--- src/design/npc_ram.sv ---
// ----------------------------------------------------------------------------
// npc_ram
// Generic single-port RAM with registered read data.
// ----------------------------------------------------------------------------
module npc_ram #(
    parameter int WIDTH = 8,
    parameter int DEPTH = 256,
    localparam int AW   = $clog2(DEPTH)
) (
    input  logic             i_clk,
    input  logic             i_we,
    input  logic [AW-1:0]    i_addr,
    input  logic [WIDTH-1:0] i_wdata,
    output logic [WIDTH-1:0] o_rdata
);

    logic [WIDTH-1:0] r_mem [DEPTH];
    logic [WIDTH-1:0] r_rdata;

    always_ff @(posedge i_clk) begin
        if (i_we) begin
            r_mem[i_addr] <= i_wdata;
        end
        r_rdata <= r_mem[i_addr];
    end

    assign o_rdata = r_rdata;

endmodule

--- config.mk ---
export PLATFORM = sky130hd
export DESIGN_NAME = npc_ram
export DESIGN_NICKNAME = d
export VERILOG_FILES = /design/src/design/npc_ram.sv
export SDC_FILE = /design/constraint.sdc
export NUM_CORES = 2
export LEC_CHECK = 0
export BUFFER_PORTS_ARGS = -buffer_cell sky130_fd_sc_hd__buf_2
export CAP_MARGIN = 0
export CORE_ASPECT_RATIO = 0.8
export CORE_UTILIZATION = 56
export DETAILED_ROUTE_END_ITERATION = 7
export PLACE_DENSITY = 0.8
export SLEW_MARGIN = 20
export SYNTH_ARGS = -nofsm -noshare
export SYNTH_HDL_FRONTEND = slang
export SYNTH_SLANG_ARGS = --single-unit
--- constraint.sdc ---
create_clock -name i_clk -period 2.59 [get_ports i_clk]
set_input_delay 0.259 -clock i_clk [delete_from_list [all_inputs] [get_ports i_clk]]
set_output_delay 0.259 -clock i_clk [all_outputs]
set_load 0.005 [all_outputs]
==> reports/metrics.yaml <==
clocking:
  clk_latency_ns: 0.83
  cts_tree: "built"
  cts.clk_slew.worst_paths_ns: 0.06
  clock-sinks: 2056
  cts_setup_buffers: 0
  htreeDepth: 4
  clockBufferDepth: 3
  numCtsBuffers: 181
  cts_root_buf: "clkbuf_16"
outcome:
  violations: "negative setup slack"
  status: "finished, violations left"
hold_path:
  hp-class: "in2reg"
  holdPathStages: 1
global_route:
  grt_start_max_net_pins: 105
  grt_pass1_wl_mm: 291.4
  grt_pass1_vias: 41889
  grt-ovfl-total: 0
  grtUsageTotal_pct: 28.91
  grt_antenna_before_repair: 3
yosys:
  yosys-top-cells-area: "edfxtp_1, mux4_2, a22oi_1"
  ys.flop_type: "edfxtp_1"
  synth_largest_area_cell: "edfxtp_1"
  ys_warn_count: 0
  ys_ff_latch: 2056
  synthArstFlopShare_pct: 0
  syn_inst: 3547
  synth_area_per_cell_um2: 22.13
  synth_edf_count: 2048
  synth_top_area_share_pct: 78.35
  synth.distinct_cells: 22
  synth.most_common_cell: "edfxtp_1"
  syn-cell-area_mm2: 0.07849
  ys_seq_area_share_pct: 78.55
  syn-num-nets: 3565
  synth_common_cells: "edfxtp_1, mux4_2, a22oi_1, nor2_1, clkbuf_1"
worst_setup_path:
  r2r_start: "r_mem[123][7]"
  worst-path-buf-inv: 0
  end_kind: "register"
  r2r_slack_ns: -0.03
  crit_type: "reg2reg"
  cp-start-kind: "register"
  cp-endpoint: "o_rdata[7]"
  max_stage_delay_ns: 0.92
  crit_fanout: 1
  r2r_cells: 5
  cp.arrival_ns: 3.25
  critPathTopFamily: "compound AO/OA/AOI/OAI gates"
  slowest_stage: "o41ai_1"
  cp_cell_sequence: "mux4_2, a22oi_1, a21oi_1, o41ai_1, nand4_1"
  r2r_end: "o_rdata[7]"
  crit_start: "r_mem[123][7]"
  critPathRequiredTime_ns: 3.22
  cp.depth: 5
cells_and_area:
  nFillCells: 8243
  syn2layout_area_growth_pct: 16.33
  layout.nets: 4128
  regArea_mm2: 0.06166
  final_cells: 6125
  finalInstanceArea_mm2: 0.09131
  drive_gt1_share_pct: 32.68
  multi_input_area_mm2: 0.01582
sta:
  min_period_over_period_pct: 101.0
  fin_ws_ns: -0.02605
  max_slew.worst_pin.slew_ns: 0.9849
  finalHoldViolations: 0
  grt_setup_unrepaired: "no"
  layout_min_cycle_time_ns: 2.616
  setup-violations-final: 1
  fmax_ghz: 0.3823
  drv_slew: 0
  fin_skew_ns: 0.03315
  slew_headroom_pct: 33.48
  fin_setup_tns_ns: -0.02605
detailed_routing:
  drt-total-wl_mm: 202.4
  first_iter_violations: 6638
  drtPass1Iterations: 6
  vias: 41716
  via_per_inst: 6.811
  drc_errors: 0
  ant_nets: 0
  wl_per_cell_um: 33.05
placement:
  dp_hpwl_mm: 120.4
  portBuffers: 25
  dp_cells: 5783
  place_ws_ns: -0.8132
  place_congestion: 0.8669
  place_area_mm2: 0.08540
pwr:
  powerDensity_mw_per_mm2: 731.1
  leakagePower_nw: 29.00
  ir_drop_mv: 0.8998
die:
  rows: 122
  die_area_mm2: 0.1417
  core_mm2: 0.1388
  die_width_um: 420.6
  io_pins: 26
  initial_core_util_pct: 56.57
  dieHeight_um: 336.9
job:
  drv_cap: 0
## worst reg2reg max path, cell delays in order, from the launching register on
cell      delay, ns
edfxtp_1       0.37
mux4_2         0.47
a22oi_1        0.26
a21oi_1        0.19
o41ai_1        0.93
nand4_1        0.23
## layout by cell type (no fill, tap or decap), types with 5 or more instances in the layout
cell type / netlist / layout
a21oi_1: 128 / 128
a22oi_1: 256 / 256
buf_12: 0 / 84
buf_2: 36 / 16
buf_4: 16 / 498
bufinv_16: 0 / 13
clkbuf_1: 145 / 37
clkbuf_16: 0 / 184
clkbuf_8: 0 / 11
clkinv_1: 0 / 39
clkinv_2: 0 / 36
clkinvlp_4: 0 / 9
dfxtp_1: 8 / 8
edfxtp_1: 2048 / 2048
mux4_2: 512 / 512
nand2_1: 28 / 28
nand2b_1: 6 / 5
nand3_1: 13 / 13
nand4_1: 8 / 8
nor2_1: 232 / 231
nor2b_1: 7 / 5
nor3_1: 30 / 30
o41ai_1: 32 / 26
o41ai_2: 0 / 5
## area by class of cell
cell class	instances	area share, %
inverter	1	0.004111
tap	1860	2.549
clock buffer	224	5.240
timing repair buffer	612	6.221
clock inverter	112	1.133
multi-input combinational	1258	17.32
antenna	2	0.005481
sequential	2056	67.53
## cells by family (layout without fill, tap and decap cells)
| group | count (synthesis) | count (layout) | synth area share [%] |
|---|---|---|---|
| multiplexers | 512 | 512 | 14.69 |
| AO/OA/AOI/OAI | 416 | 416 | 3.622 |
| other | 0 | 2 | 0 |
| AND/OR/NAND/NOR | 330 | 330 | 1.733 |
| flip-flops | 2056 | 2056 | 78.55 |
| buffers and inverters | 233 | 949 | 1.401 |
## routing by layer
| layer | vias to the layer above | share of wire [%] | global-route usage (%) |
|---|---|---|---|
| li1 | 16182 | - | - |
| met1 | 21507 | 35 | 40.22 |
| met2 | 3531 | 48 | 44.79 |
| met3 | 494 | 13 | 6.902 |
| met4 | 2 | 4.2 | 11.44 |
| met5 | - | 0.0064 | 0 |
## metrics by stage
stage               power (mW)  hold slack [ns]  utilization [%]
CTS                      66.91          0.04188            65.79
finish                   66.76          0.01122            65.81
floorplan                39.03           0.3579                -
detailed placement       40.80           0.6374            61.55
global placement         40.70           0.6335            61.54
global route             68.23          0.03308            65.81
## registers in the layout, summed over array words and instances, names as in the netlist
| register | count |
|---|---|
| r_mem | 2048 |
| o_rdata | 8 |
## worst min-delay path by stage
| stage | start | end | slack (ns) |
|---|---|---|---|
| final | i_wdata[5] | r_mem[214][5] | 0.01 |
| after floorplan | i_wdata[0] | r_mem[0][0] | 0.36 |
| after CTS | i_wdata[5] | r_mem[214][5] | 0.04 |
| after detailed placement | i_wdata[4] | r_mem[45][4] | 0.64 |
| after global routing | i_wdata[5] | r_mem[214][5] | 0.03 |
| after global placement | i_wdata[4] | r_mem[41][4] | 0.63 |
## power breakdown
part	leakage (nW)	switching, mW	internal, mW
registers	18.5	0.0578	36.7
clock network	2.83	12.1	14.5
logic	7.70	2.10	1.35
## repair_timing
item,in CTS,in global routing
endpoints found under the setup margin,3,3
hold endpoints to repair,80,0
hold buffers,4,0
gates resized for setup,3,3
Power figures use the tool's default switching activity.
