==> config.mk <==
export PLATFORM = sky130hd
export DESIGN_NAME = npc_ctrl
export DESIGN_NICKNAME = d
export VERILOG_FILES = /design/src/design/npc_pkg.sv /design/src/design/npc_ctrl.sv
export SDC_FILE = /design/constraint.sdc
export NUM_CORES = 1
export LEC_CHECK = 0
export ABC_AREA = 0
export BUFFER_PORTS_ARGS = -buffer_cell sky130_fd_sc_hd__buf_2
export CORE_AREA = 2 2 90 92
export CTS_CLUSTER_DIAMETER = 60
export DETAILED_ROUTE_END_ITERATION = 16
export DIE_AREA = 0 0 92 94
export PLACE_DENSITY = 0.68
export SLEW_MARGIN = 20
export SYNTH_ARGS = -nofsm -noshare
export SYNTH_HDL_FRONTEND = slang
export SYNTH_SLANG_ARGS = --single-unit
==> constraint.sdc <==
create_clock -name i_clk -period 2.1 [get_ports i_clk]
set_input_delay 0.21 -clock i_clk [delete_from_list [all_inputs] [get_ports i_clk]]
set_output_delay 0.21 -clock i_clk [all_outputs]
set_load 0.02 [all_outputs]
==> src/design/npc_pkg.sv <==
// ----------------------------------------------------------------------------
// npc_pkg
// Shared types and constants for the nearest palette color block.
// ----------------------------------------------------------------------------
package npc_pkg;

    localparam int COLOR_W       = 8;
    localparam int ENTRY_W       = 3 * COLOR_W;
    localparam int IDX_W         = 8;
    localparam int SIZE_W        = 9;
    localparam int SQ_W          = 2 * COLOR_W;
    localparam int DIST_W        = SQ_W + 2;
    localparam int DEPTH_DEFAULT = 256;

    localparam logic [SIZE_W-1:0] SIZE_RESET = SIZE_W'(256);

    localparam logic OP_LOAD  = 1'b0;
    localparam logic OP_QUERY = 1'b1;

    typedef enum logic [1:0] {
        S_IDLE,
        S_SEARCH,
        S_DRAIN,
        S_DONE
    } t_state;

    typedef struct packed {
        logic             valid;
        logic             last;
        logic [IDX_W-1:0] idx;
    } t_tag;

endpackage

==> src/design/npc_ctrl.sv <==
// ----------------------------------------------------------------------------
// npc_ctrl
// Sequencer: accepts beats, walks the palette read address, keeps the running
// best entry and holds the result in the output register.
// ----------------------------------------------------------------------------
module npc_ctrl
    import npc_pkg::*;
#(
    parameter int PALETTE_DEPTH = DEPTH_DEFAULT,
    localparam int AW           = $clog2(PALETTE_DEPTH)
) (
    input  logic              i_clk,
    input  logic              i_rst_n,
    input  logic              i_valid,
    output logic              o_ready,
    input  logic              i_op,
    input  logic [SIZE_W-1:0] i_palette_size,
    output logic              o_wr_en,
    output logic              o_load_px,
    output logic [AW-1:0]     o_rd_addr,
    output t_tag              o_tag,
    input  logic [DIST_W-1:0] i_dist,
    input  t_tag              i_dist_tag,
    output logic              o_valid,
    input  logic              i_ready,
    output logic [IDX_W-1:0]  o_best_index
);

    t_state             r_state, n_state;
    logic [AW-1:0]      r_rd_idx, n_rd_idx;
    logic [AW-1:0]      r_last, n_last;
    logic [AW-1:0]      w_last;
    logic               r_o_valid, n_o_valid;
    logic [IDX_W-1:0]   r_o_best, n_o_best;
    logic [IDX_W-1:0]   r_best_idx;
    logic [DIST_W-1:0]  r_best_dist;
    logic               w_issue;
    logic               w_better;
    t_tag               w_tag_issue;
    t_tag               r_tag_ram;

    always_comb begin
        if (i_palette_size == '0) begin
            w_last = '0;
        end else if (i_palette_size > SIZE_W'(PALETTE_DEPTH)) begin
            w_last = AW'(PALETTE_DEPTH - 1);
        end else begin
            w_last = AW'(i_palette_size - 1'b1);
        end
    end

    always_comb begin
        n_state   = r_state;
        n_rd_idx  = r_rd_idx;
        n_last    = r_last;
        n_o_valid = r_o_valid && !i_ready;
        n_o_best  = r_o_best;
        o_ready   = 1'b0;
        o_load_px = 1'b0;
        o_wr_en   = 1'b0;
        w_issue   = 1'b0;
        unique case (r_state)
            S_IDLE: begin
                o_ready = 1'b1;
                if (i_valid) begin
                    if (i_op == OP_QUERY) begin
                        o_load_px = 1'b1;
                        n_rd_idx  = '0;
                        n_last    = w_last;
                        n_state   = S_SEARCH;
                    end else begin
                        o_wr_en = 1'b1;
                    end
                end
            end
            S_SEARCH: begin
                w_issue = 1'b1;
                if (r_rd_idx == r_last) begin
                    n_state = S_DRAIN;
                end else begin
                    n_rd_idx = r_rd_idx + 1'b1;
                end
            end
            S_DRAIN: begin
                if (i_dist_tag.valid && i_dist_tag.last) begin
                    n_state = S_DONE;
                end
            end
            S_DONE: begin
                if (!r_o_valid || i_ready) begin
                    n_o_valid = 1'b1;
                    n_o_best  = r_best_idx;
                    n_state   = S_IDLE;
                end
            end
        endcase
    end

    assign w_tag_issue = '{valid: w_issue, last: (r_rd_idx == r_last),
                           idx: IDX_W'(r_rd_idx)};

    assign w_better = i_dist_tag.valid &&
                      ((i_dist_tag.idx == '0) || (i_dist < r_best_dist));

    always_ff @(posedge i_clk) begin
        if (!i_rst_n) begin
            r_state         <= S_IDLE;
            r_o_valid       <= 1'b0;
            r_tag_ram.valid <= 1'b0;
        end else begin
            r_state   <= n_state;
            r_o_valid <= n_o_valid;
            r_tag_ram <= w_tag_issue;
        end
    end

    always_ff @(posedge i_clk) begin
        r_rd_idx <= n_rd_idx;
        r_last   <= n_last;
        r_o_best <= n_o_best;
        if (w_better) begin
            r_best_idx  <= i_dist_tag.idx;
            r_best_dist <= i_dist;
        end
    end

    assign o_rd_addr    = r_rd_idx;
    assign o_tag        = r_tag_ram;
    assign o_valid      = r_o_valid;
    assign o_best_index = r_o_best;

endmodule

==> flow_metrics.py <==
metrics = {
    "outcome": {
        "status": "completed",
    },
    "job": {
        "cap_violations": 0,
    },
    "placed_design": {
        "gp_congestion": 0.792,
        "hpwlAfterDp_um": 4120,
        "io_buffers": 71,
        "place_ws_ns": 0.123,
        "dp.cells": 400,
    },
    "worst_setup_path": {
        "path_class": "register to register",
        "worstSetupStartpointType": "register",
        "cp.required_ns": 2.14,
        "r2r_cells": 8,
        "crit_chain": "inv_1, ha_4, a21o_1, a21oi_2, nor3b_1, o31ai_1, a21o_2, clkbuf_16",
        "crit_arrival_ns": 2.01,
        "r2r-start": "r_best_dist[3]",
        "end_kind": "register",
        "regToRegSetupSlack_ns": 0.13,
        "cp_max_fo": 7,
        "r2r-end": "r_best_dist[2]",
        "max_stage_delay_ns": 0.36,
        "cpMaxStageDelayCell": "edfxtp_1",
    },
    "cells_and_area": {
        "finalNonFillerCells": 421,
        "fillCellCount": 710,
        "num-nets-final": 381,
        "area_growth_pct": 25.9,
        "multiInputGateArea_mm2": 0.00101,
        "seq_area_mm2": 0.00185,
        "antennaDiodeCount": 0,
        "drive_gt1_share_pct": 33.9,
    },
    "detailed_routing": {
        "wl_um": 5280,
        "first_iter_violations": 93,
        "drtAntennaViolNets": 0,
        "via_per_inst": 4.54,
        "wl_per_cell_um": 12.5,
        "drc": 0,
        "num_vias": 1911,
        "firstDrtPassIters": 4,
    },
    "synthesis": {
        "ys_ff_latch": 63,
        "syn-num-nets": 292,
        "ys_seq_area_share_pct": 62.2,
        "postSynthCellCount": 226,
        "synth_cell_type_count": 39,
        "syn_area_per_cell_um2": 13.2,
        "ys_warn_count": 0,
        "synth_area_mm2": 0.00298,
    },
    "grt": {
        "gr-usage-met1_pct": 17.6,
        "grt_pass1_vias": 1855,
        "grt_start_max_net_pins": 23,
        "met3_usage_pct": 3.45,
        "grt_pass1_wl_um": 8470,
        "grtUsageTotal_pct": 12.8,
        "antenna_found_initial": 0,
        "grt-busiest-layer": "met2",
        "overflow": 0,
        "use_met2_pct": 18.9,
    },
    "clock_network": {
        "cts_buffers": 9,
        "clk_path_buf_depth": 2,
        "worst_skew_pair.late_latency_ns": 0.32,
        "cts_sinks": 63,
        "cts_tree": "done",
        "cts_root_buf": "clkbuf_8",
        "h-tree-depth": 3,
        "cts.reportedPaths.clkPinSlew_ns": 0.07,
        "ctsHoldBuffers": 0,
    },
    "floorplanning": {
        "dieArea_mm2": 0.00865,
        "num_rows": 32,
        "die_w_um": 92,
        "die_h_um": 94,
        "core_mm2": 0.00761,
        "initial_utilization_pct": 39.2,
        "pin_count": 72,
    },
    "power": {
        "leakage_uw": 0.00157,
        "p_per_area_mw_per_mm2": 1060,
        "vdd_drop_max_v": 0.000352,
        "total_power_uw": 3980,
    },
    "timing": {
        "setup_tns_ns": 0,
        "finalCritPeriodShare_pct": 93.8,
        "max-slew-margin-rel_pct": 51.9,
        "worst_pin_slew_ns": 0.721,
        "slew_viol_final": 0,
        "fin_ws_ns": 0.130,
        "finClkSkew_ns": 0.0102,
        "fmax_ghz": 0.508,
        "hold_viol_final": 0,
        "setup_viol": 0,
        "post-route-min-period_ns": 1.97,
        "hold_slack_ns": 0.0744,
    },
    "min_path": {
        "holdPathEnd": "r_best_dist[0]",
        "hp-class": "input pin to register",
        "hold_path_startpoint": "i_dist[0]",
        "min_path_cells": 1,
    },
}
[what timing repair did]
item,4_1_cts,5_1_grt
resized for setup,0,3
setup buffers,0,4
setup endpoints to repair,0,22
[cells in the final DEF (no fill, tap or decap), drive strengths merged, types with 6 or more instances in the layout]
| cell | count |
|---|---|
| a21oi | 12 |
| buf | 85 |
| clkbuf | 10 |
| edfxtp | 59 |
| ha | 24 |
| inv | 22 |
| nand2 | 10 |
| nand3 | 6 |
| nor2 | 16 |
| o21ai | 8 |
| xnor2 | 12 |
| xor2 | 7 |
[per-layer routing]
metal | share of wire, % | wire length [um]
met1 | 50 | 2650
met2 | 43 | 2280
met4 | 1.5 | 81
met5 | 0 | 0
met3 | 5.1 | 267
[registers in the layout, summed over array words and instances (netlist names)]
name,flops
r_best_dist,18
o_tag,10
o_best_index,8
o_rd_addr,8
r_best_idx,8
r_last,8
r_state,2
o_valid,1
[critical path: cells and delay by family, from the launching register on]
kind / cells / cell delay, ns
fa+ha+maj: 1 / 0.20
compound gates: 4 / 0.78
simple gates: 1 / 0.06
buf+inv: 2 / 0.28
flops: 1 / 0.36
[logic make-up (layout without fill, tap and decap cells)]
logic type               after synthesis  in the layout  share of synthesized area (%)
buffers and inverters                 31            124                           4.91
AO/OA/AOI/OAI                         32             32                           6.93
AND/OR/NAND/NOR                       57             57                           10.1
adder cells (fa/ha/maj)               24             24                           10.1
XOR/XNOR                              19             19                           5.84
flip-flops                            63             63                           62.2
[worst max-delay path by stage]
stage	start	to	depth (start not counted)
final	r_best_dist[3]	r_best_dist[2]	8
after global routing	r_best_dist[3]	r_best_idx[2]	8
after CTS	r_best_dist[3]	r_best_idx[3]	8
after detailed placement	r_best_dist[3]	r_best_dist[14]	8
after global placement	r_best_dist[3]	r_best_dist[14]	8
after floorplan	r_best_dist[3]	r_best_dist[0]	7
[where the power goes]
| part | internal (uW) | total, uW | switching (uW) | leakage, uW |
|---|---|---|---|---|
| logic | 518 | 1230 | 716 | 0.000900 |
| registers | 1670 | 1800 | 123 | 0.000589 |
| clock network | 525 | 946 | 421 | 0.0000853 |
[synthesized netlist by cell type]
| library cell | n | area [um2] |
|---|---|---|
| edfxtp_1 | 59 | 1770 |
| ha_1 | 24 | 300 |
| inv_1 | 22 | 82.6 |
| nor2_1 | 15 | 56.3 |
| a21oi_1 | 12 | 60.1 |
| xnor2_1 | 11 | 96.3 |
| nand2_1 | 10 | 37.5 |
| buf_4 | 8 | 60.1 |
| o21ai_0 | 7 | 35.0 |
| xor2_1 | 7 | 61.3 |
| nand3_1 | 6 | 30.0 |
| nor3_1 | 5 | 25.0 |
| dfxtp_1 | 4 | 80.1 |
| nand4_1 | 4 | 25.0 |
| a21o_1 | 3 | 22.5 |
| and3_1 | 3 | 18.8 |
| nor2b_1 | 3 | 18.8 |
| nand3b_1 | 2 | 15.0 |
| a211oi_1 | 1 | 7.51 |
| a21boi_0 | 1 | 7.51 |
| a21o_2 | 1 | 8.76 |
| a221oi_2 | 1 | 15.0 |
| a311oi_1 | 1 | 8.76 |
| a41oi_1 | 1 | 8.76 |
| and2_1 | 1 | 6.26 |
| and3_2 | 1 | 7.51 |
| and4b_1 | 1 | 10.0 |
| clkinv_1 | 1 | 3.75 |
| nand2b_1 | 1 | 6.26 |
| nand4bb_1 | 1 | 11.3 |
| nor2_2 | 1 | 6.26 |
| nor3b_1 | 1 | 7.51 |
| nor4_1 | 1 | 6.26 |
| nor4_2 | 1 | 12.5 |
| o21a_1 | 1 | 7.51 |
| o21ai_2 | 1 | 8.76 |
| o22a_1 | 1 | 8.76 |
| o31ai_1 | 1 | 7.51 |
| xnor2_2 | 1 | 16.3 |
[final cells by class]
cell class	count	share of cell area (%)
inverter	23	2.30
timing repair buffer	86	13.4
tap	102	3.40
multi-input combinational	132	26.8
sequential	63	49.4
clock inverter	6	1.40
clock buffer	9	3.30
[metrics by stage]
stage | utilization (%) | area [um2]
floorplan | - | 2980
global placement | 45.8 | 3480
detailed placement | 45.8 | 3480
CTS | 48.1 | 3660
global route | 49.3 | 3750
finish | 49.3 | 3750
No activity file was read; power rests on OpenSTA's default activity.
