--- src/design/npc_pkg.sv ---
// ----------------------------------------------------------------------------
// npc_pkg
// Shared types and constants for the nearest palette color block.
// ----------------------------------------------------------------------------
package npc_pkg;

    localparam int COLOR_W       = 8;
    localparam int ENTRY_W       = 3 * COLOR_W;
    localparam int IDX_W         = 8;
    localparam int SIZE_W        = 9;
    localparam int SQ_W          = 2 * COLOR_W;
    localparam int DIST_W        = SQ_W + 2;
    localparam int DEPTH_DEFAULT = 256;

    localparam logic [SIZE_W-1:0] SIZE_RESET = SIZE_W'(256);

    localparam logic OP_LOAD  = 1'b0;
    localparam logic OP_QUERY = 1'b1;

    typedef enum logic [1:0] {
        S_IDLE,
        S_SEARCH,
        S_DRAIN,
        S_DONE
    } t_state;

    typedef struct packed {
        logic             valid;
        logic             last;
        logic [IDX_W-1:0] idx;
    } t_tag;

endpackage

--- src/design/npc_dist.sv ---
// ----------------------------------------------------------------------------
// npc_dist
// Shared distance unit: squared RGB distance between the held pixel and one
// palette entry per cycle, two register stages, tag carried alongside.
// ----------------------------------------------------------------------------
module npc_dist
    import npc_pkg::*;
(
    input  logic               i_clk,
    input  logic               i_rst_n,
    input  logic               i_load,
    input  logic [COLOR_W-1:0] i_red,
    input  logic [COLOR_W-1:0] i_green,
    input  logic [COLOR_W-1:0] i_blue,
    input  logic [ENTRY_W-1:0] i_entry,
    input  t_tag               i_tag,
    output logic [DIST_W-1:0]  o_dist,
    output t_tag               o_tag
);

    logic [COLOR_W-1:0] r_red, r_green, r_blue;
    logic [COLOR_W-1:0] w_er, w_eg, w_eb;
    logic [COLOR_W-1:0] w_dr, w_dg, w_db;
    logic [SQ_W-1:0]    r_sq_r, r_sq_g, r_sq_b;
    logic [DIST_W-1:0]  r_dist;
    t_tag               r_tag1, r_tag2;

    assign w_er = i_entry[ENTRY_W-1 -: COLOR_W];
    assign w_eg = i_entry[SQ_W-1 -: COLOR_W];
    assign w_eb = i_entry[COLOR_W-1:0];

    assign w_dr = (r_red   > w_er) ? (r_red   - w_er) : (w_er - r_red);
    assign w_dg = (r_green > w_eg) ? (r_green - w_eg) : (w_eg - r_green);
    assign w_db = (r_blue  > w_eb) ? (r_blue  - w_eb) : (w_eb - r_blue);

    always_ff @(posedge i_clk) begin
        if (i_load) begin
            r_red   <= i_red;
            r_green <= i_green;
            r_blue  <= i_blue;
        end
        r_sq_r <= SQ_W'(w_dr) * SQ_W'(w_dr);
        r_sq_g <= SQ_W'(w_dg) * SQ_W'(w_dg);
        r_sq_b <= SQ_W'(w_db) * SQ_W'(w_db);
        r_dist <= DIST_W'(r_sq_r) + DIST_W'(r_sq_g) + DIST_W'(r_sq_b);
    end

    always_ff @(posedge i_clk) begin
        if (!i_rst_n) begin
            r_tag1.valid <= 1'b0;
            r_tag2.valid <= 1'b0;
        end else begin
            r_tag1 <= i_tag;
            r_tag2 <= r_tag1;
        end
    end

    assign o_dist = r_dist;
    assign o_tag  = r_tag2;

endmodule

--- config.mk ---
export PLATFORM = sky130hd
export DESIGN_NAME = npc_dist
export DESIGN_NICKNAME = d
export VERILOG_FILES = /design/src/design/npc_pkg.sv /design/src/design/npc_dist.sv
export SDC_FILE = /design/constraint.sdc
export NUM_CORES = 1
export LEC_CHECK = 0
export BUFFER_PORTS_ARGS = -buffer_cell sky130_fd_sc_hd__buf_2
export CAP_MARGIN = 30
export CELL_PAD_IN_SITES_DETAIL_PLACEMENT = 0
export CELL_PAD_IN_SITES_GLOBAL_PLACEMENT = 1
export CORE_ASPECT_RATIO = 0.5
export CORE_UTILIZATION = 40
export CTS_CLUSTER_SIZE = 8
export DETAILED_ROUTE_END_ITERATION = 16
export PLACE_DENSITY_LB_ADDON = 0.12
export SLEW_MARGIN = 25
export SYNTH_ARGS = -nofsm -noshare
export SYNTH_HDL_FRONTEND = slang
export SYNTH_SLANG_ARGS = --single-unit
--- constraint.sdc ---
create_clock -name i_clk -period 8.8 [get_ports i_clk]
set_input_delay 1.76 -clock i_clk [delete_from_list [all_inputs] [get_ports i_clk]]
set_output_delay 1.76 -clock i_clk [all_outputs]
set_load 0.1 [all_outputs]
==> flow_summary_export.csv, run 1 <==
group,metric,value,unit
finish,area_growth,10.6,%
floorplan,die_w,232,um
sta,finClkSkew,0.0132,ns
yosys,yosysUniqueCellTypes,67,
clocking,hold_buffers,0,
critical_path,r2r_slack,2.17,ns
routing,drcViolationCount,0,
critical_path,reg2reg_to,"r_sq_r[12]",
clocking,tritoncts,"yes",
min_path,hold_path_depth,0,
yosys,ys_ff_latch,107,
clocking,clock_path_buffers,2,
clocking,cts_resized,0,
clocking,clk_pin_slew,0.08,ns
min_path,hold_path_class,"reg -> reg",
sta,clock.fmax,131,MHz
global_routing,overflow,0,
place,portBuffers,88,
min_path,hold_end,"o_tag[3]",
yosys,ys.warnings.count,0,
critical_path,worst_setup_path_start_kind,"input pin",
global_routing,grt_pass1_vias,7151,
yosys,postSynthCellCount,1059,
global_routing,grt_max_degree,25,
floorplan,start_util,41.3,%
routing,vias,7019,
routing,routedWlPerCell,13.3,um
critical_path,critPathKind,"in -> reg",
yosys,ys.flop_type,"dfxtp_1",
routing,antenna_left,0,
finish,drive_gt1_share,14.1,%
sta,relSlewSlack,43.2,%
place,place.gp.congestion,0.828,
finish,nNetsFinal,1454,
clocking,clk_latency,0.38,ns
sta,grt_setup_unrepaired,"no",
clocking,cts_sinks,107,
sta,period_minus_slack,7.63,ns
yosys,seq_area_frac_synth,24.3,%
critical_path,path_cells,"buf_2 > ha_1 > inv_1 > fa_1 > a21o_1 > a221oi_4 > a21oi_4 > mux2i_1 > xnor2_1 > nor2_1 > fa_1 > fa_1 > inv_1 > fa_1 > fa_1 > inv_1 > ha_1 > inv_1 > nor2_1 > o31a_1 > o22ai_1 > nor4b_1 > or4b_1",
critical_path,crit_required,9.04,ns
sta,finalHoldViolCount,0,
min_path,min_from,"r_tag1[3]",
global_routing,antenna_found_initial,0,
sta,setup_violations,0,
routing,drt_pass1_iterations,6,
clocking,postCtsSetupBuffers,0,
sta,fin_setup_tns,0,ns
floorplan,die-area,27100,sq um
routing,wl,19900,um
yosys,async_reset_ff_share,0,%
run_status,status,"finished, final reports clean",
floorplan,coreArea,25500,sq um
finish,num_antenna_cells,0,
clocking,numCtsBuffers,9,
clocking,clockRootBuffer,"clkbuf_16",
yosys,synth_area_per_cell,9.96,sq um
critical_path,crit_arrival,7.87,ns
floorplan,die_h,117,um
critical_path,cpLargestDelayFamily,"adder cells",
floorplan,placementRows,41,
routing,drtIter0Drc,302,
critical_path,r2r_cells,23,
critical_path,critical_path.slowest_cell,"xnor2_1",
global_routing,grt_usage,15.9,%
yosys,synth_edf_count,42,
clocking,h-tree-depth,3,
global_routing,grt_pass1_wl,34200,um
floorplan,io_pins,89,
critical_path,path_buf_inv,5,
critical_path,cp-end-kind,"flop",
finish,fill_cells,2467,
critical_path,cpMostUsedCell,"fa_1",
critical_path,cpPeakStageDelay,0.69,ns
critical_path,r2r-start,"r_red[0]",
sta,fin_crit_sh,86.7,%
routing,vias_per_cell,4.69,
sta,report.final.slew_viol_count,0,
run,maxCapViolCount,0,
yosys,netlist_area,10500,sq um
sta,max_slew.worst_pin.slew,0.846,ns
critical_path,cp_max_fo,11,
place,dp_hpwl,16700,um
## placed cells by master, fill, tap and decap left out, types with 9 or more instances in the layout
master and instances:
a21oi_1 59, nor2_1 96, inv_1 199, or2_2 13, dfxtp_1 65, xor2_1 19, edfxtp_1 42, o21ai_0 21
a21o_1 32, fa_1 97, clkbuf_16 9, ha_1 149, mux2i_1 15, nand2_1 30, nor3_1 13, buf_2 88
nand2b_1 10, xnor2_1 46
## metal layers
metal  share of wire (%)  routed length [um]  vias to the layer above  track usage, %
met5                   0                   0                        -               0
met4                 1.2                 233                        0            3.82
met3                 3.4                 669                       17            3.56
met2                  44                8780                       81            26.0
met1                  51               10200                     3286            21.6
li1                    -                   -                     3635               -
## area by class of cell
class	instances	area, sq um	share of cell area (%)
multi-input combinational	733	7110	60.9
sequential	107	2560	22.0
inverter	201	754	6.47
timing repair buffer	95	493	4.23
tap	344	430	3.69
clock buffer	9	225	1.93
clock inverter	7	93.8	0.804
## logic make-up after synthesis
group                    Yosys count  share of synthesized area [%]
adder cells (fa/ha/maj)          246                           36.1
buffers and inverters            221                           8.39
AND/OR/NAND/NOR                  218                           10.2
AO/OA/AOI/OAI                    171                           11.2
flip-flops                       107                           24.3
XOR/XNOR                          76                           7.52
multiplexers                      19                           2.19
other                              1                         0.0356
## worst max-delay path by stage
stage                            from          to  slack (ns)  depth (start not counted)
after floorplan           i_entry[16]  r_sq_r[12]        1.43                         25
after global placement    i_entry[16]  r_sq_r[12]        0.95                         23
after detailed placement  i_entry[16]  r_sq_r[12]        0.80                         23
after CTS                 i_entry[16]  r_sq_r[12]        1.20                         23
after global routing      i_entry[16]  r_sq_r[12]        0.74                         23
final                     i_entry[16]  r_sq_r[12]        1.17                         23
## sequential cells by signal, indices dropped and copies added, names as in the netlist
name	flops
r_sq_g	15
r_sq_b	15
r_red	8
r_sq_r	15
r_tag1	10
o_dist	18
r_green	8
r_blue	8
o_tag	10
## through the flow
stage	cell area [sq um]	cells	utilization, %	worst slack (ns)	hold slack [ns]
final	11700	1496	45.7	1.17	0.423
after global routing	11700	1496	45.7	0.740	0.430
after CTS	11700	1496	45.7	1.20	0.425
after detailed placement	11300	1480	44.4	0.799	0.405
after global placement	11300	1480	44.4	0.951	0.402
after floorplan	10600	1061	-	1.43	0.400
## worst reg2reg max path, cell delays in order, from the launching register on
cell,delay [ns]
edfxtp_1,0.41
inv_1,0.07
ha_1,0.16
inv_1,0.06
fa_1,0.42
a21o_1,0.24
a221oi_4,0.34
a21oi_4,0.17
mux2i_1,0.16
xnor2_1,0.69
nor2_1,0.19
fa_1,0.53
fa_1,0.50
inv_1,0.05
fa_1,0.45
fa_1,0.49
inv_1,0.04
ha_1,0.30
inv_1,0.10
nor2_1,0.06
o31a_1,0.11
o22ai_1,0.33
nor4b_1,0.10
or4b_1,0.53
## Yosys cell counts (all sizes together), types with 8 or more instances
| cell | n | area [sq um] |
|---|---|---|
| xor2 | 25 | 287 |
| o21ai | 21 | 105 |
| inv | 201 | 754 |
| buf | 14 | 108 |
| mux2i | 19 | 231 |
| xnor2 | 51 | 507 |
| nor3 | 13 | 65.1 |
| a21oi | 64 | 362 |
| a31oi | 8 | 65.1 |
| a21o | 32 | 240 |
| nand4 | 9 | 62.6 |
| nand2b | 10 | 62.6 |
| fa | 97 | 1940 |
| nand3b | 8 | 60.1 |
| dfxtp | 65 | 1300 |
| edfxtp | 42 | 1260 |
| or2 | 19 | 119 |
| nor2 | 102 | 398 |
| nand2 | 30 | 113 |
| ha | 149 | 1860 |
Power of run 1 is not shown: default switching activity piles up to over one toggle a cycle in this logic, so the estimate is an artifact.
==> run 2, diff against run 1 <==
--- a/config.mk
+++ b/config.mk
@@ -10,7 +10,8 @@
 export CELL_PAD_IN_SITES_DETAIL_PLACEMENT = 0
 export CELL_PAD_IN_SITES_GLOBAL_PLACEMENT = 1
 export CORE_ASPECT_RATIO = 0.5
-export CORE_UTILIZATION = 40
+export CORE_UTILIZATION = 23
+export CTS_BUF_LIST = sky130_fd_sc_hd__clkbuf_2 sky130_fd_sc_hd__clkbuf_4 sky130_fd_sc_hd__clkbuf_8
 export CTS_CLUSTER_SIZE = 8
 export DETAILED_ROUTE_END_ITERATION = 16
 export PLACE_DENSITY_LB_ADDON = 0.12
==> constraint.sdc (replaced) <==
create_clock -name i_clk -period 8.8 [get_ports i_clk]
set_input_delay 0.88 -clock i_clk [delete_from_list [all_inputs] [get_ports i_clk]]
set_output_delay 0.88 -clock i_clk [all_outputs]
set_load 0.1 [all_outputs]
==> run 2 against run 1 <==
  * Count of clock-buffer cells in the layout is the same
  * Maximum frequency up 14%
  * The flow now finishes with violations (design-rule violations)
  * Final area is 1.8% higher
  * Register-to-register slack hardly changed
  * Setup slack better by 0.95 ns
  * Hold slack improved by 0.010 ns
  * Global-route usage is 5.7 points lower
  * Sequential share of layout area shrank 0.39 points
  * First-iteration DRC count decreased by 8.9%
  * Core utilization fell by 19 points
  * Highest routed layer unchanged
  * Clock skew rose by 0.0068 ns
==> flow_summary_export.csv, run 2 (synthesized netlist as in run 1, its figures left out) <==
group,metric,value,unit
floorplan,coreArea,45200,sq um
clocking,postCtsSetupBuffers,0,
min_path,min_from,"r_tag1[4]",
global_routing,grt_max_degree,25,
critical_path,worst_setup_path_start_kind,"input pin",
critical_path,crit_required,9.13,ns
floorplan,start_util,23.3,%
finish,layout_commonest_cell,"inv_1",
finish,nNetsFinal,1452,
clocking,numCtsBuffers,9,
sta,setup_violations,0,
finish,regArea,2560,sq um
floorplan,die_w,305,um
global_routing,top_usage_layer,"met2",
critical_path,cpLargestDelayFamily,"adder cells",
floorplan,io_pins,89,
routing,routedWlPerCell,13.1,um
critical_path,r2r-start,"r_red[0]",
global_routing,met3_usage,2.33,%
run,maxCapViolCount,0,
sta,finalHoldViolCount,0,
run_status,status,"finished, violations left",
routing,vias_per_cell,4.07,
min_path,hold_end,"o_tag[4]",
sta,period_minus_slack,6.68,ns
place,dp_hpwl,19200,um
clocking,clockRootBuffer,"clkbuf_8",
routing,vias,7114,
global_routing,met2_usage,16.4,%
routing,antenna_left,0,
critical_path,reg2reg_to,"r_sq_r[12]",
sta,clock.fmax,150,MHz
place,place.gp.congestion,0.776,
clocking,clk_latency,0.44,ns
global_routing,antenna_found_initial,2,
global_routing,grt_usage,10.2,%
critical_path,path_buf_inv,5,
routing,drcViolationCount,2,
critical_path,r2r_cells,24,
floorplan,placementRows,55,
critical_path,cp_max_fo,9,
clocking,hold_buffers,0,
sta,fin_setup_tns,0,ns
finish,largest_register_ffs,18,
global_routing,grt_pass1_wl,38200,um
finish,multi_input_area,7110,sq um
run_status,violations,"design-rule violations",
sta,fin_crit_sh,75.9,%
sta,finClkSkew,0.0200,ns
finish,area_growth,12.6,%
routing,drtIter0Drc,275,
place,portBuffers,88,
finish,drive_gt1_share,13.9,%
global_routing,grt_util_met1,13.8,%
min_path,hold_path_depth,0,
finish,fill_cells,4842,
sta,max_slew.worst_pin.slew,0.888,ns
clocking,cts_resized,0,
sta,grt_setup_unrepaired,"no",
min_path,hold_path_class,"reg -> reg",
clocking,cts_sinks,107,
critical_path,critPathKind,"in -> reg",
floorplan,die-area,46800,sq um
sta,report.final.slew_viol_count,0,
critical_path,r2r_slack,2.18,ns
clocking,clk_pin_slew,0.14,ns
global_routing,overflow,0,
critical_path,cp-end-kind,"flop",
floorplan,die_h,153,um
clocking,clock_path_buffers,2,
critical_path,critical_path.slowest_cell,"or4b_1",
routing,wl,22900,um
critical_path,path_cells,"buf_2 > ha_1 > inv_1 > fa_1 > a21o_1 > a221oi_4 > a21oi_4 > mux2i_1 > xor2_2 > or2_1 > inv_1 > fa_1 > fa_1 > ha_1 > inv_1 > fa_1 > inv_1 > ha_1 > a21oi_1 > nor2b_1 > o31a_1 > o22ai_1 > nor4b_1 > or4b_1",
clocking,tritoncts,"yes",
critical_path,crit_arrival,7.02,ns
routing,drt_pass1_iterations,10,
finish,final_cell_mix,"inv_1 (199), ha_1 (149), fa_1 (97)",
sta,relSlewSlack,39.1,%
critical_path,cpPeakStageDelay,0.52,ns
global_routing,grt_pass1_vias,7608,
clocking,h-tree-depth,3,
## run 2: cell types whose count changed in the layout (fill, tap and decap cells not counted), sizes merged
cell    change
buf         -3
bufinv      +1
clkbuf      +1
diode       +1
inv         -1
## run 2: how the worst max path moves through the flow
stage | startpoint | endpoint | slack, ns | cells after the start
floorplan | i_entry[16] | r_sq_r[12] | 2.31 | 25
global placement | i_entry[20] | r_sq_r[12] | 1.59 | 22
detailed placement | i_entry[16] | r_sq_r[12] | 1.53 | 23
CTS | i_entry[16] | r_sq_r[12] | 2.04 | 23
global route | i_entry[16] | r_sq_r[12] | 1.66 | 24
finish | i_entry[16] | r_sq_r[12] | 2.12 | 24
## run 2: per-stage QoR
step / hold slack, ns / instances / util [%] / setup slack (ns) / area [sq um]
after floorplan: 0.400 / 1061 / - / 2.31 / 10600
after global placement: 0.401 / 1730 / 25.7 / 1.59 / 11600
after detailed placement: 0.405 / 1730 / 25.7 / 1.53 / 11600
after CTS: 0.437 / 1746 / 26.2 / 2.04 / 11900
after global routing: 0.448 / 1749 / 26.3 / 1.66 / 11900
final: 0.433 / 1749 / 26.3 / 2.12 / 11900
## run 2: cell type report
class	instances	area share, %
Inverter	201	6.35
Clock buffer	9	1.04
Sequential cell	107	21.6
Multi-Input combinational cell	733	59.8
Tap cell	598	6.30
Timing Repair Buffer	93	3.98
Antenna cell	1	0.0211
Clock inverter	7	0.906
## run 2: layer usage
layer  wire, um  up-vias
li1           -     3619
met1      11600     3405
met2      10400       75
met3        645       15
met4        270        0
met5          0        -
Power of run 2 is left out for the same reason.
